$ cat src/rtl/eowh_pkg.sv
// ----------------------------------------------------------------------------
// eowh_pkg
// Shared types and constants for the ellipse outline window hit block.
// ----------------------------------------------------------------------------
package eowh_pkg;

  localparam int RAD_W      = 15;
  localparam int ASPECT_W   = 16;
  localparam int CFG_IDX_W  = 1;
  localparam int DIV_W      = 29;
  localparam int DIV_STEPS  = DIV_W;
  localparam int DIV_CNT_W  = $clog2(DIV_STEPS);
  localparam int MA_W       = 17;
  localparam int MB_W       = 31;
  localparam int PROD_W     = MA_W + MB_W;
  localparam int PA_W       = 2 * RAD_W;
  localparam int DW         = 52;
  localparam int XW         = 16;
  localparam int YW         = 17;

  localparam logic [ASPECT_W-1:0]  ASPECT_UNITY = 16'd10000;
  localparam logic [RAD_W-1:0]     RAD_MAX      = 15'h7fff;
  localparam logic [CFG_IDX_W-1:0] CFG_ASPECT_X = 1'b0;
  localparam logic [CFG_IDX_W-1:0] CFG_ASPECT_Y = 1'b1;

  typedef enum logic [3:0] {
    OP_NONE,
    OP_LOAD,
    OP_MUL_RX,
    OP_MUL_RY,
    OP_DIV_LOAD_X,
    OP_DIV_LOAD_Y,
    OP_DIV_STEP,
    OP_STORE_RX,
    OP_STORE_RY,
    OP_MUL_PA,
    OP_MUL_TEST,
    OP_MUL_P,
    OP_MUL_N,
    OP_INIT,
    OP_STEP
  } op_e;

  typedef struct packed {
    op_e  op;
    logic load_out;
  } cmd_t;

  typedef struct packed {
    logic hit;
    logic last;
  } status_t;

endpackage

$ cat src/rtl/eowh_datapath.sv
// ----------------------------------------------------------------------------
// eowh_datapath
// Radius scaling (multiplier and restoring divider), decision variable setup
// and the outline walk with the four-point window test.
// ----------------------------------------------------------------------------
module eowh_datapath #(
  parameter int COORD_WIDTH = 16,
  localparam int IN_W  = ((6 * COORD_WIDTH + 2 * eowh_pkg::RAD_W + 7) / 8) * 8,
  localparam int OUT_W = ((2 * COORD_WIDTH + 7) / 8) * 8
) (
  input  logic                             clk_i,
  input  logic                             rst_ni,
  input  logic                             cfg_we_i,
  input  logic [eowh_pkg::CFG_IDX_W-1:0]   cfg_idx_i,
  input  logic [eowh_pkg::ASPECT_W-1:0]    cfg_data_i,
  input  logic [IN_W-1:0]                  in_data_i,
  input  eowh_pkg::cmd_t                   cmd_i,
  output eowh_pkg::status_t                status_o,
  output logic                             res_hit_o,
  output logic [OUT_W-1:0]                 res_data_o
);

  localparam int CW = COORD_WIDTH;
  localparam int PW = ((CW > 16) ? CW : 16) + 2;
  localparam int RW = eowh_pkg::RAD_W;
  localparam int DW = eowh_pkg::DW;

  logic [eowh_pkg::ASPECT_W-1:0] aspect_x_q, aspect_y_q;

  logic signed [CW-1:0] wl_q, wt_q, wr_q, wb_q, cx_q, cy_q;
  logic [RW-1:0]        rin_x_q, rin_y_q, rx_q, ry_q;

  logic signed [eowh_pkg::MA_W-1:0]   mul_a;
  logic signed [eowh_pkg::MB_W-1:0]   mul_b;
  logic signed [eowh_pkg::PROD_W-1:0] mul_res, prod_q;

  logic [eowh_pkg::ASPECT_W-1:0] div_rem_q, div_den_q, div_rem_d;
  logic [eowh_pkg::DIV_W-1:0]    div_quo_q;
  logic [eowh_pkg::ASPECT_W:0]   rem_sh, rem_diff;
  logic                          div_ge;
  logic [RW-1:0]                 div_sat;

  logic [eowh_pkg::PA_W-1:0] pa_q;
  logic signed [DW-1:0]      test_q, p_q, n_q, na_q;
  logic [eowh_pkg::XW-1:0]   x_q;
  logic signed [eowh_pkg::YW-1:0] y_q;
  logic                      last_q;

  logic signed [PW-1:0] wl_e, wt_e, wr_e, wb_e, cx_e, cy_e, x_e, y_e;
  logic signed [PW-1:0] px_p, px_m, py_p, py_m, sel_x, sel_y;
  logic                 xp_in, xm_in, yp_in, ym_in;
  logic [3:0]           pt_hit;

  logic          hit_q;
  logic [CW-1:0] hx_q, hy_q;

  // multiplier operand select
  always_comb begin
    mul_a = '0;
    mul_b = '0;
    case (cmd_i.op)
      eowh_pkg::OP_MUL_RX: begin
        mul_a = signed'({1'b0, eowh_pkg::ASPECT_UNITY});
        mul_b = signed'({{(eowh_pkg::MB_W-RW){1'b0}}, rin_x_q});
      end
      eowh_pkg::OP_MUL_RY: begin
        mul_a = signed'({1'b0, eowh_pkg::ASPECT_UNITY});
        mul_b = signed'({{(eowh_pkg::MB_W-RW){1'b0}}, rin_y_q});
      end
      eowh_pkg::OP_MUL_PA: begin
        mul_a = signed'({2'b00, rx_q});
        mul_b = signed'({{(eowh_pkg::MB_W-RW){1'b0}}, rx_q});
      end
      eowh_pkg::OP_MUL_TEST: begin
        mul_a = 17'sd1 - signed'({1'b0, ry_q, 1'b0});
        mul_b = signed'({1'b0, prod_q[eowh_pkg::PA_W-1:0]});
      end
      eowh_pkg::OP_MUL_P: begin
        mul_a = 17'sd1 - signed'({2'b00, ry_q});
        mul_b = signed'({1'b0, pa_q});
      end
      eowh_pkg::OP_MUL_N: begin
        mul_a = signed'({2'b00, ry_q});
        mul_b = signed'({{(eowh_pkg::MB_W-RW){1'b0}}, ry_q});
      end
      default: begin
        mul_a = '0;
        mul_b = '0;
      end
    endcase
  end

  assign mul_res = mul_a * mul_b;

  // restoring divider, one quotient bit per cycle
  assign rem_sh    = {div_rem_q, div_quo_q[eowh_pkg::DIV_W-1]};
  assign rem_diff  = rem_sh - {1'b0, div_den_q};
  assign div_ge    = (rem_sh >= {1'b0, div_den_q});
  assign div_rem_d = div_ge ? rem_diff[eowh_pkg::ASPECT_W-1:0]
                            : rem_sh[eowh_pkg::ASPECT_W-1:0];
  assign div_sat   = (|div_quo_q[eowh_pkg::DIV_W-1:RW]) ? eowh_pkg::RAD_MAX
                                                         : div_quo_q[RW-1:0];

  // four mirrored points
  assign wl_e = PW'(wl_q);
  assign wt_e = PW'(wt_q);
  assign wr_e = PW'(wr_q);
  assign wb_e = PW'(wb_q);
  assign cx_e = PW'(cx_q);
  assign cy_e = PW'(cy_q);
  assign x_e  = signed'({{(PW-eowh_pkg::XW){1'b0}}, x_q});
  assign y_e  = PW'(y_q);

  assign px_p = cx_e + x_e;
  assign px_m = cx_e - x_e;
  assign py_p = cy_e + y_e;
  assign py_m = cy_e - y_e;

  assign xp_in = (px_p >= wl_e) && (px_p <= wr_e);
  assign xm_in = (px_m >= wl_e) && (px_m <= wr_e);
  assign yp_in = (py_p >= wt_e) && (py_p <= wb_e);
  assign ym_in = (py_m >= wt_e) && (py_m <= wb_e);

  assign pt_hit[0] = xp_in & yp_in;
  assign pt_hit[1] = xp_in & ym_in;
  assign pt_hit[2] = xm_in & ym_in;
  assign pt_hit[3] = xm_in & yp_in;

  always_comb begin
    if (pt_hit[0]) begin
      sel_x = px_p;
      sel_y = py_p;
    end else if (pt_hit[1]) begin
      sel_x = px_p;
      sel_y = py_m;
    end else if (pt_hit[2]) begin
      sel_x = px_m;
      sel_y = py_m;
    end else begin
      sel_x = px_m;
      sel_y = py_p;
    end
  end

  assign status_o.hit  = |pt_hit;
  assign status_o.last = last_q;

  always_ff @(posedge clk_i or negedge rst_ni) begin
    if (!rst_ni) begin
      aspect_x_q <= eowh_pkg::ASPECT_UNITY;
      aspect_y_q <= eowh_pkg::ASPECT_UNITY;
    end else if (cfg_we_i) begin
      case (cfg_idx_i)
        eowh_pkg::CFG_ASPECT_X: aspect_x_q <= cfg_data_i;
        eowh_pkg::CFG_ASPECT_Y: aspect_y_q <= cfg_data_i;
        default: ;
      endcase
    end
  end

  always_ff @(posedge clk_i) begin
    case (cmd_i.op)
      eowh_pkg::OP_LOAD: begin
        wl_q    <= in_data_i[0*CW +: CW];
        wt_q    <= in_data_i[1*CW +: CW];
        wr_q    <= in_data_i[2*CW +: CW];
        wb_q    <= in_data_i[3*CW +: CW];
        cx_q    <= in_data_i[4*CW +: CW];
        cy_q    <= in_data_i[5*CW +: CW];
        rin_x_q <= in_data_i[6*CW +: RW];
        rin_y_q <= in_data_i[6*CW+RW +: RW];
      end
      eowh_pkg::OP_MUL_RX, eowh_pkg::OP_MUL_RY, eowh_pkg::OP_MUL_PA: begin
        prod_q <= mul_res;
      end
      eowh_pkg::OP_DIV_LOAD_X: begin
        div_rem_q <= '0;
        div_quo_q <= prod_q[eowh_pkg::DIV_W-1:0];
        div_den_q <= aspect_x_q;
      end
      eowh_pkg::OP_DIV_LOAD_Y: begin
        div_rem_q <= '0;
        div_quo_q <= prod_q[eowh_pkg::DIV_W-1:0];
        div_den_q <= aspect_y_q;
      end
      eowh_pkg::OP_DIV_STEP: begin
        div_rem_q <= div_rem_d;
        div_quo_q <= {div_quo_q[eowh_pkg::DIV_W-2:0], div_ge};
      end
      eowh_pkg::OP_STORE_RX: rx_q <= div_sat;
      eowh_pkg::OP_STORE_RY: ry_q <= div_sat;
      eowh_pkg::OP_MUL_TEST: begin
        pa_q   <= prod_q[eowh_pkg::PA_W-1:0];
        prod_q <= mul_res;
      end
      eowh_pkg::OP_MUL_P: begin
        test_q <= DW'(prod_q);
        prod_q <= mul_res;
      end
      eowh_pkg::OP_MUL_N: begin
        p_q    <= DW'(prod_q) <<< 2;
        prod_q <= mul_res;
      end
      eowh_pkg::OP_INIT: begin
        n_q  <= DW'(prod_q) <<< 1;
        na_q <= DW'(prod_q) <<< 2;
        x_q  <= '0;
        y_q  <= signed'({2'b00, ry_q});
      end
      eowh_pkg::OP_STEP: begin
        if (test_q[DW-1]) begin
          x_q    <= x_q + 1'b1;
          test_q <= test_q + n_q;
          n_q    <= n_q + na_q;
        end else begin
          y_q    <= y_q - 17'sd1;
          test_q <= test_q + p_q;
          p_q    <= p_q + signed'({{(DW-eowh_pkg::PA_W-2){1'b0}}, pa_q, 2'b00});
        end
      end
      default: ;
    endcase

    if (cmd_i.load_out) begin
      hit_q <= |pt_hit;
      hx_q  <= (|pt_hit) ? sel_x[CW-1:0] : wl_q;
      hy_q  <= (|pt_hit) ? sel_y[CW-1:0] : wt_q;
    end
  end

  always_ff @(posedge clk_i or negedge rst_ni) begin
    if (!rst_ni) begin
      last_q <= 1'b0;
    end else if (cmd_i.op == eowh_pkg::OP_INIT) begin
      last_q <= 1'b0;
    end else if (cmd_i.op == eowh_pkg::OP_STEP && !test_q[DW-1]) begin
      last_q <= (y_q <= 17'sd1);
    end
  end

  assign res_hit_o  = hit_q;
  assign res_data_o = OUT_W'({hy_q, hx_q});

endmodule

$ cat src/rtl/eowh_ctrl.sv
// ----------------------------------------------------------------------------
// eowh_ctrl
// Sequencer: radius scaling, walk setup, outline walk and output handshake.
// ----------------------------------------------------------------------------
module eowh_ctrl (
  input  logic              clk_i,
  input  logic              rst_ni,
  input  logic              in_valid_i,
  output logic              in_ready_o,
  output logic              out_valid_o,
  input  logic              out_ready_i,
  input  eowh_pkg::status_t status_i,
  output eowh_pkg::cmd_t    cmd_o
);

  typedef enum logic [3:0] {
    ST_IDLE,
    ST_MUL_RX,
    ST_DLOAD_X,
    ST_DIV_X,
    ST_STORE_RX,
    ST_MUL_RY,
    ST_DLOAD_Y,
    ST_DIV_Y,
    ST_STORE_RY,
    ST_MUL_PA,
    ST_MUL_TEST,
    ST_MUL_P,
    ST_MUL_N,
    ST_INIT,
    ST_WALK
  } state_e;

  state_e                         state_q, state_d;
  logic [eowh_pkg::DIV_CNT_W-1:0] cnt_q, cnt_d;
  logic                           out_valid_q, out_valid_d;
  logic                           div_end, walk_end, out_free;

  assign div_end  = (cnt_q == eowh_pkg::DIV_CNT_W'(eowh_pkg::DIV_STEPS - 1));
  assign walk_end = status_i.hit | status_i.last;
  assign out_free = !out_valid_q || out_ready_i;

  always_comb begin
    state_d        = state_q;
    cnt_d          = cnt_q;
    cmd_o.op       = eowh_pkg::OP_NONE;
    cmd_o.load_out = 1'b0;
    case (state_q)
      ST_IDLE: begin
        if (in_valid_i) begin
          cmd_o.op = eowh_pkg::OP_LOAD;
          state_d  = ST_MUL_RX;
        end
      end
      ST_MUL_RX: begin
        cmd_o.op = eowh_pkg::OP_MUL_RX;
        state_d  = ST_DLOAD_X;
      end
      ST_DLOAD_X: begin
        cmd_o.op = eowh_pkg::OP_DIV_LOAD_X;
        cnt_d    = '0;
        state_d  = ST_DIV_X;
      end
      ST_DIV_X: begin
        cmd_o.op = eowh_pkg::OP_DIV_STEP;
        cnt_d    = cnt_q + 1'b1;
        if (div_end) state_d = ST_STORE_RX;
      end
      ST_STORE_RX: begin
        cmd_o.op = eowh_pkg::OP_STORE_RX;
        state_d  = ST_MUL_RY;
      end
      ST_MUL_RY: begin
        cmd_o.op = eowh_pkg::OP_MUL_RY;
        state_d  = ST_DLOAD_Y;
      end
      ST_DLOAD_Y: begin
        cmd_o.op = eowh_pkg::OP_DIV_LOAD_Y;
        cnt_d    = '0;
        state_d  = ST_DIV_Y;
      end
      ST_DIV_Y: begin
        cmd_o.op = eowh_pkg::OP_DIV_STEP;
        cnt_d    = cnt_q + 1'b1;
        if (div_end) state_d = ST_STORE_RY;
      end
      ST_STORE_RY: begin
        cmd_o.op = eowh_pkg::OP_STORE_RY;
        state_d  = ST_MUL_PA;
      end
      ST_MUL_PA: begin
        cmd_o.op = eowh_pkg::OP_MUL_PA;
        state_d  = ST_MUL_TEST;
      end
      ST_MUL_TEST: begin
        cmd_o.op = eowh_pkg::OP_MUL_TEST;
        state_d  = ST_MUL_P;
      end
      ST_MUL_P: begin
        cmd_o.op = eowh_pkg::OP_MUL_P;
        state_d  = ST_MUL_N;
      end
      ST_MUL_N: begin
        cmd_o.op = eowh_pkg::OP_MUL_N;
        state_d  = ST_INIT;
      end
      ST_INIT: begin
        cmd_o.op = eowh_pkg::OP_INIT;
        state_d  = ST_WALK;
      end
      ST_WALK: begin
        if (walk_end) begin
          if (out_free) begin
            cmd_o.load_out = 1'b1;
            state_d        = ST_IDLE;
          end
        end else begin
          cmd_o.op = eowh_pkg::OP_STEP;
        end
      end
      default: state_d = ST_IDLE;
    endcase
  end

  always_comb begin
    out_valid_d = out_valid_q;
    if (cmd_o.load_out) out_valid_d = 1'b1;
    else if (out_ready_i) out_valid_d = 1'b0;
  end

  always_ff @(posedge clk_i or negedge rst_ni) begin
    if (!rst_ni) begin
      state_q     <= ST_IDLE;
      cnt_q       <= '0;
      out_valid_q <= 1'b0;
    end else begin
      state_q     <= state_d;
      cnt_q       <= cnt_d;
      out_valid_q <= out_valid_d;
    end
  end

  assign in_ready_o  = (state_q == ST_IDLE);
  assign out_valid_o = out_valid_q;

endmodule

$ cat src/rtl/ellipse_outline_window_hit.sv
// ----------------------------------------------------------------------------
// ellipse_outline_window_hit
// Reports the first point of an ellipse outline that falls in a pick window.
// Queries: one at a time; the two radius divisions and the outline walk,
//   one step per cycle, run before the result is loaded.
// Reset: asynchronous, active low; idle, no result pending, aspects = 10000.
// ----------------------------------------------------------------------------
module ellipse_outline_window_hit #(
  parameter int COORD_WIDTH = 16,
  localparam int IN_W  = ((6 * COORD_WIDTH + 2 * eowh_pkg::RAD_W + 7) / 8) * 8,
  localparam int OUT_W = ((2 * COORD_WIDTH + 7) / 8) * 8
) (
  input  logic                           clk_i,
  input  logic                           rst_ni,
  input  logic                           cfg_we_i,
  input  logic [eowh_pkg::CFG_IDX_W-1:0] cfg_idx_i,
  input  logic [eowh_pkg::ASPECT_W-1:0]  cfg_data_i,
  input  logic                           s_axis_tvalid,
  output logic                           s_axis_tready,
  // win_left, win_top, win_right, win_bottom, center_x, center_y,
  // radius_x, radius_y
  input  logic [IN_W-1:0]                s_axis_tdata,
  output logic                           m_axis_tvalid,
  input  logic                           m_axis_tready,
  // hit_x, hit_y
  output logic [OUT_W-1:0]               m_axis_tdata,
  // hit
  output logic                           m_axis_tuser
);

  eowh_pkg::cmd_t    cmd;
  eowh_pkg::status_t status;

  eowh_ctrl u_ctrl (
    .clk_i       (clk_i),
    .rst_ni      (rst_ni),
    .in_valid_i  (s_axis_tvalid),
    .in_ready_o  (s_axis_tready),
    .out_valid_o (m_axis_tvalid),
    .out_ready_i (m_axis_tready),
    .status_i    (status),
    .cmd_o       (cmd)
  );

  eowh_datapath #(
    .COORD_WIDTH (COORD_WIDTH)
  ) u_datapath (
    .clk_i      (clk_i),
    .rst_ni     (rst_ni),
    .cfg_we_i   (cfg_we_i),
    .cfg_idx_i  (cfg_idx_i),
    .cfg_data_i (cfg_data_i),
    .in_data_i  (s_axis_tdata),
    .cmd_i      (cmd),
    .status_o   (status),
    .res_hit_o  (m_axis_tuser),
    .res_data_o (m_axis_tdata)
  );

endmodule

$ cat config.mk
export PLATFORM = sky130hd
export DESIGN_NAME = ellipse_outline_window_hit
export DESIGN_NICKNAME = d
export VERILOG_FILES = /design/src/rtl/eowh_pkg.sv /design/src/rtl/eowh_datapath.sv /design/src/rtl/eowh_ctrl.sv /design/src/rtl/ellipse_outline_window_hit.sv
export SDC_FILE = /design/constraint.sdc
export NUM_CORES = 2
export LEC_CHECK = 0
export BUFFER_PORTS_ARGS = -buffer_cell sky130_fd_sc_hd__buf_4
export CAP_MARGIN = 20
export CORE_MARGIN = 2
export CORE_UTILIZATION = 40
export DETAILED_ROUTE_END_ITERATION = 8
export PLACE_DENSITY_LB_ADDON = 0.08
export SLEW_MARGIN = 20
export SYNTH_ARGS = -nofsm -noshare
export SYNTH_HDL_FRONTEND = slang
export SYNTH_HIERARCHICAL = 1
export SYNTH_SLANG_ARGS = --single-unit
$ cat constraint.sdc
create_clock -name clk_i -period 18.9 [get_ports clk_i]
set_clock_uncertainty 0.15 [all_clocks]
set_input_delay 2.835 -clock clk_i [delete_from_list [all_inputs] [get_ports clk_i]]
set_output_delay 2.835 -clock clk_i [all_outputs]
set_load 0.01 [all_outputs]
* Yosys cells after proc, flatten, opt, wreduce, memory -nomap -nowiden
Index checks and enable logic that the tools add are counted.
Word-level totals: output and inout port bits 35, logic and storage cells 168, input bits 150, bits in registers 608
Operators by class: reductions and logical operators 30, mux-type cells 41, bitwise gates (word level) 6, multiply operators 1, equal/unequal tests 36, order comparisons 10, add/subtract/negate cells 14
Operators with widths (number):
- one-hot mux 52 bit (2 select lines) | 3
- one-hot mux 30 bit (6 select lines) | 1
- two-way mux 52 bit | 3
- two-way mux 16 bit | 9
- adder 52 bit | 2
- one-hot mux 16 bit (2 select lines) | 3
- one-hot mux 17 bit (5 select lines) | 1
- greater-or-equal comparator 18 x 16 -> 1 bit | 4
- <= comparator 18 x 16 -> 1 bit | 4
- one-hot mux 4 bit (15 select lines) | 1
- one-hot mux 29 bit (2 select lines) | 1
- equality test 4 bit, second input constant | 14
- one-hot mux 4 bit (14 select lines) | 1
- adder 52 x 33 -> 52 bit | 1
- adder 52 x 50 -> 52 bit | 1
- multiplier 17 x 31 -> 48 bit | 1
- adder 16 x 17 -> 18 bit | 2
- subtractor 16 x 17 -> 18 bit | 2
- one-hot mux 17 bit (2 select lines) | 1
- equality test 4 x 3 -> 1 bit, second input constant | 8
- two-way mux 4 bit | 6
- greater-or-equal comparator 17 x 16 -> 1 bit | 1
- <= comparator 17 x 2 -> 1 bit, second input constant | 1
- two-way mux 17 bit | 1
- other kinds (28) | 66

* Logic depth before layout (Yosys ltp)
word-level depth 12, mapped depth 65, mapped depth without buffers 59

* Cells and area by module
Netlist, hierarchy kept.
Modules (own cells, without submodules):
- eowh_datapath | area an instance 56459.1 sq um, sequential area each 17684.5 sq um, cells each 5884, instances 1
- eowh_ctrl | area an instance 663.1 sq um, sequential area each 250.2 sq um, cells each 81, instances 1

* Worst setup path after synthesis
No wires, ideal clock.
path type reg-to-reg, start reg u_datapath.cy_q[0], end reg u_datapath.cx_q[0] (enable), cell stages (with the launch flop) 30, buffers on the path 3, required time 17.985 ns, setup slack 3.763 ns, library setup time 0.765 ns, arrival 14.222 ns, cells stage by stage edfxtp_1 > inv_1 > ha_1 > inv_1 > fa_1 > a21o_1 > a21oi_1 > nor2_1 > o21a_1 > o311a_1 > a2111oi_0 > o31ai_1 > a21oi_1 > o21ai_0 > a21oi_1 > xnor2_1 > ha_1 > a21oi_1 > nor4bb_1 > a21oi_1 > o21bai_1 > a21boi_0 > clkbuf_1 > clkbuf_1 > nor3_1 > o211ai_1 > o21ai_0 > clkbuf_1 > nand2b_1 > nor3_1
RTL lines:
- start: declaration | RTL line eowh_datapath.sv:30 | logic signed [CW-1:0] wl_q, wt_q, wr_q, wb_q, cx_q, cy_q;
- start signal: assignment | RTL line eowh_datapath.sv:169 | cy_q <= in_data_i[5*CW +: CW];
- end signal: assignment | RTL line eowh_datapath.sv:168 | cx_q <= in_data_i[4*CW +: CW];
- end: declaration | RTL line eowh_datapath.sv:30

==> flow_summary.ini <==
[run_status]
status = completed

[placed_design]
gp_congestion = 0.898
portBuffers = 182
dpl.hpwl_mm = 132
placed_cell_area_um2 = 60700

[synthesis]
yosysTopAreaCell = edfxtp_1
ys_seq_area_frac = 0.314
async_flop_share = 0.0712
syn_area_um2 = 57100
synth.area.top_cells = edfxtp_1 (29%), fa_1 (15%), ha_1 (12%)
postSynthCellCount = 5965
yosys.cell_count.top_type = inv_1
synth_warnings = 6
ys.flop_type = edfxtp_1
syn_avg_cell_area_um2 = 9.58
synth-edff-count = 561
synth.ff_latch_count = 604
ys_types = 88
synth_nets = 7107
synth_top_cell_area_share = 0.295
synthTopCellsByCount = inv_1 (694), nand2_1 (577), ha_1 (564)

[sta]
rsz0062_at_grt = false
fmax_ghz = 0.0611
hold_viol_final = 0
timing.final.crit_period_ns = 16.36
post-route-period-util = 0.865
slew_violations = 0
worst_slew_pin_slew_ns = 1.07
max_slew_margin = 0.278
setup_viol = 0
finalSetupTns_ns = 0

[critical_path]
crit_type = reg2reg
startpoint = u_datapath/y_q[0]
arrival_ns = 16.67
required_ns = 19.21
cp_num_buf_inv = 8
crit_fanout = 30
max_stage_delay_ns = 0.83
cp-end-kind = flop
crit_path_frequent_cell = a21oi_1
cp_top_family = compound AO/OA/AOI/OAI gates
start_kind = flop
slowest_stage = o21bai_1
rr_startpoint = u_datapath/y_q[0]
r2r_setup_slack_ns = 2.54

[global_route]
grt_use_total = 0.230
use_met3 = 0.0329
grtUsageMet2 = 0.354
grtUsageMet1 = 0.336
grt_first_pass_wirelength_mm = 260
grt.busiest_layer = met2
grt_overflow_total = 0
first_global_vias = 44000
grt_max_degree = 112
antenna_found_initial = 6

[detailed_routing]
drt_iter0_drc = 3206
first_pass_iters = 7
vias = 43500
drc = 0
postRouteAntennaNets = 0
wl_mm = 169
vias_per_cell = 5.42
wire_per_inst_um = 21.0

[flow_run]
maxCapViolCount = 0

[die]
dieHeight_um = 382
die_w_um = 382
start_util = 0.403
ios = 185
die_area_um2 = 146000
rows = 138
core_region_area_um2 = 142000

[cts]
cts_resized = 0
clk_latency_ns = 0.68
root_buffer = clkbuf_16
cts_buffers = 79
clkTransAtPathRegs_ns = 0.06
cts_buffer_depth = 3
cts.htree.levels = 3
holdBufCountCts = 0
cts_tree = yes
cts.sinks = 604
postCtsSetupRepairBufs = 0

[layout]
nets = 7220
fin_area_um2 = 63400
final_util = 0.447
areaGrowthSynthToFinish_pct = 10.9
fillers = 13800
drive_gt1_frac = 0.0861

[hold_path]
hp-class = reg2reg
worstHoldStart = u_datapath/prod_q[32]

[pwr]
p_leak_nw = 27.7
power_density_nw_per_um2 = 69.3
ir_worst_vdd_uv = 83.6
## area by class of cell
| class | instances | area (um^2) | area share |
|---|---|---|---|
| multi-input combinational | 4442 | 35800 | 0.565 |
| clock inverter | 50 | 633 | 0.00999 |
| antenna | 1 | 2.50 | 0.0000395 |
| inverter | 696 | 2610 | 0.0413 |
| clock buffer | 96 | 2060 | 0.0325 |
| timing repair buffer | 255 | 1930 | 0.0304 |
| sequential | 604 | 17900 | 0.283 |
| tap | 1890 | 2360 | 0.0373 |
## sequential cells by signal (all words and copies together), names as in the netlist, 17 cells and up
signal	flops
u_datapath/test_q	51
u_datapath/y_q	17
u_datapath/n_q	51
u_datapath/p_q	50
u_datapath/pa_q	30
u_datapath/prod_q	48
u_datapath/na_q	48
u_datapath/div_quo_q	29
## cells in the final DEF (no fill, tap or decap), types with 39 or more instances in the layout
cell and instances:
fa_1 428, nor2_1 555, inv_1 692, buf_4 254, and3_1 61, edfxtp_1 561, nand2_1 575, nand4_1 74
mux2_2 52, nor3_1 72, o21ai_0 306, o21bai_1 40, o21a_1 41, a21o_1 167, clkbuf_16 79, mux2i_1 45
xor2_1 121, nand2b_1 66, or2_2 39, nand3_1 85, a22oi_1 71, a21oi_1 375, ha_1 564, xnor2_1 201
nor2b_1 55
## routing by layer
layer  up-vias  wire length [um]
met5         -                 0
met2      1019             73000
li1      20900                 -
met1     21400             81600
met4         0              4850
met3       238              9060
## cells by family after synthesis
| family | Yosys count | share of synthesized area |
|---|---|---|
| DFF | 604 | 0.314 |
| and+or+nand+nor | 1714 | 0.136 |
| muxes | 97 | 0.0181 |
| AOI/OAI and AO/OA | 1317 | 0.147 |
| xor gates and xnor gates | 322 | 0.0494 |
| buffers and inverters | 919 | 0.0616 |
| adders and majority gates | 992 | 0.274 |
## per-stage QoR
stage               hold slack [ns]  total power [mW]  std cells  setup slack, ns
floorplan                     0.276              2.47       5965             3.76
global placement              0.324              2.82       7887             2.95
global route                  0.368              4.61       8033             1.58
finish                        0.342              4.39       8034             2.54
CTS                           0.336              4.44       8033             2.72
detailed placement            0.337              2.83       7887             2.86
## power by group
group	leakage [nW]	internal [mW]	total (mW)	switching (mW)
logic	20.8	0.357	1.03	0.669
registers	5.63	1.68	1.78	0.104
clock network	1.32	0.940	1.58	0.642
total	27.7	2.97	4.39	1.41
## path summary, 6_finish.rpt
kind,depth (start not counted),endpoint
worst min-delay path,0,u_datapath/na_q[34]
min in group asynchronous,1,u_datapath/aspect_x_q[11]
worst min register to register,0,u_datapath/na_q[34]
worst max register to register,52,u_datapath/prod_q[45]
max in group asynchronous,1,u_datapath/aspect_x_q[4]
worst max-delay path,52,u_datapath/prod_q[45]
Power figures use the tool's default switching activity.
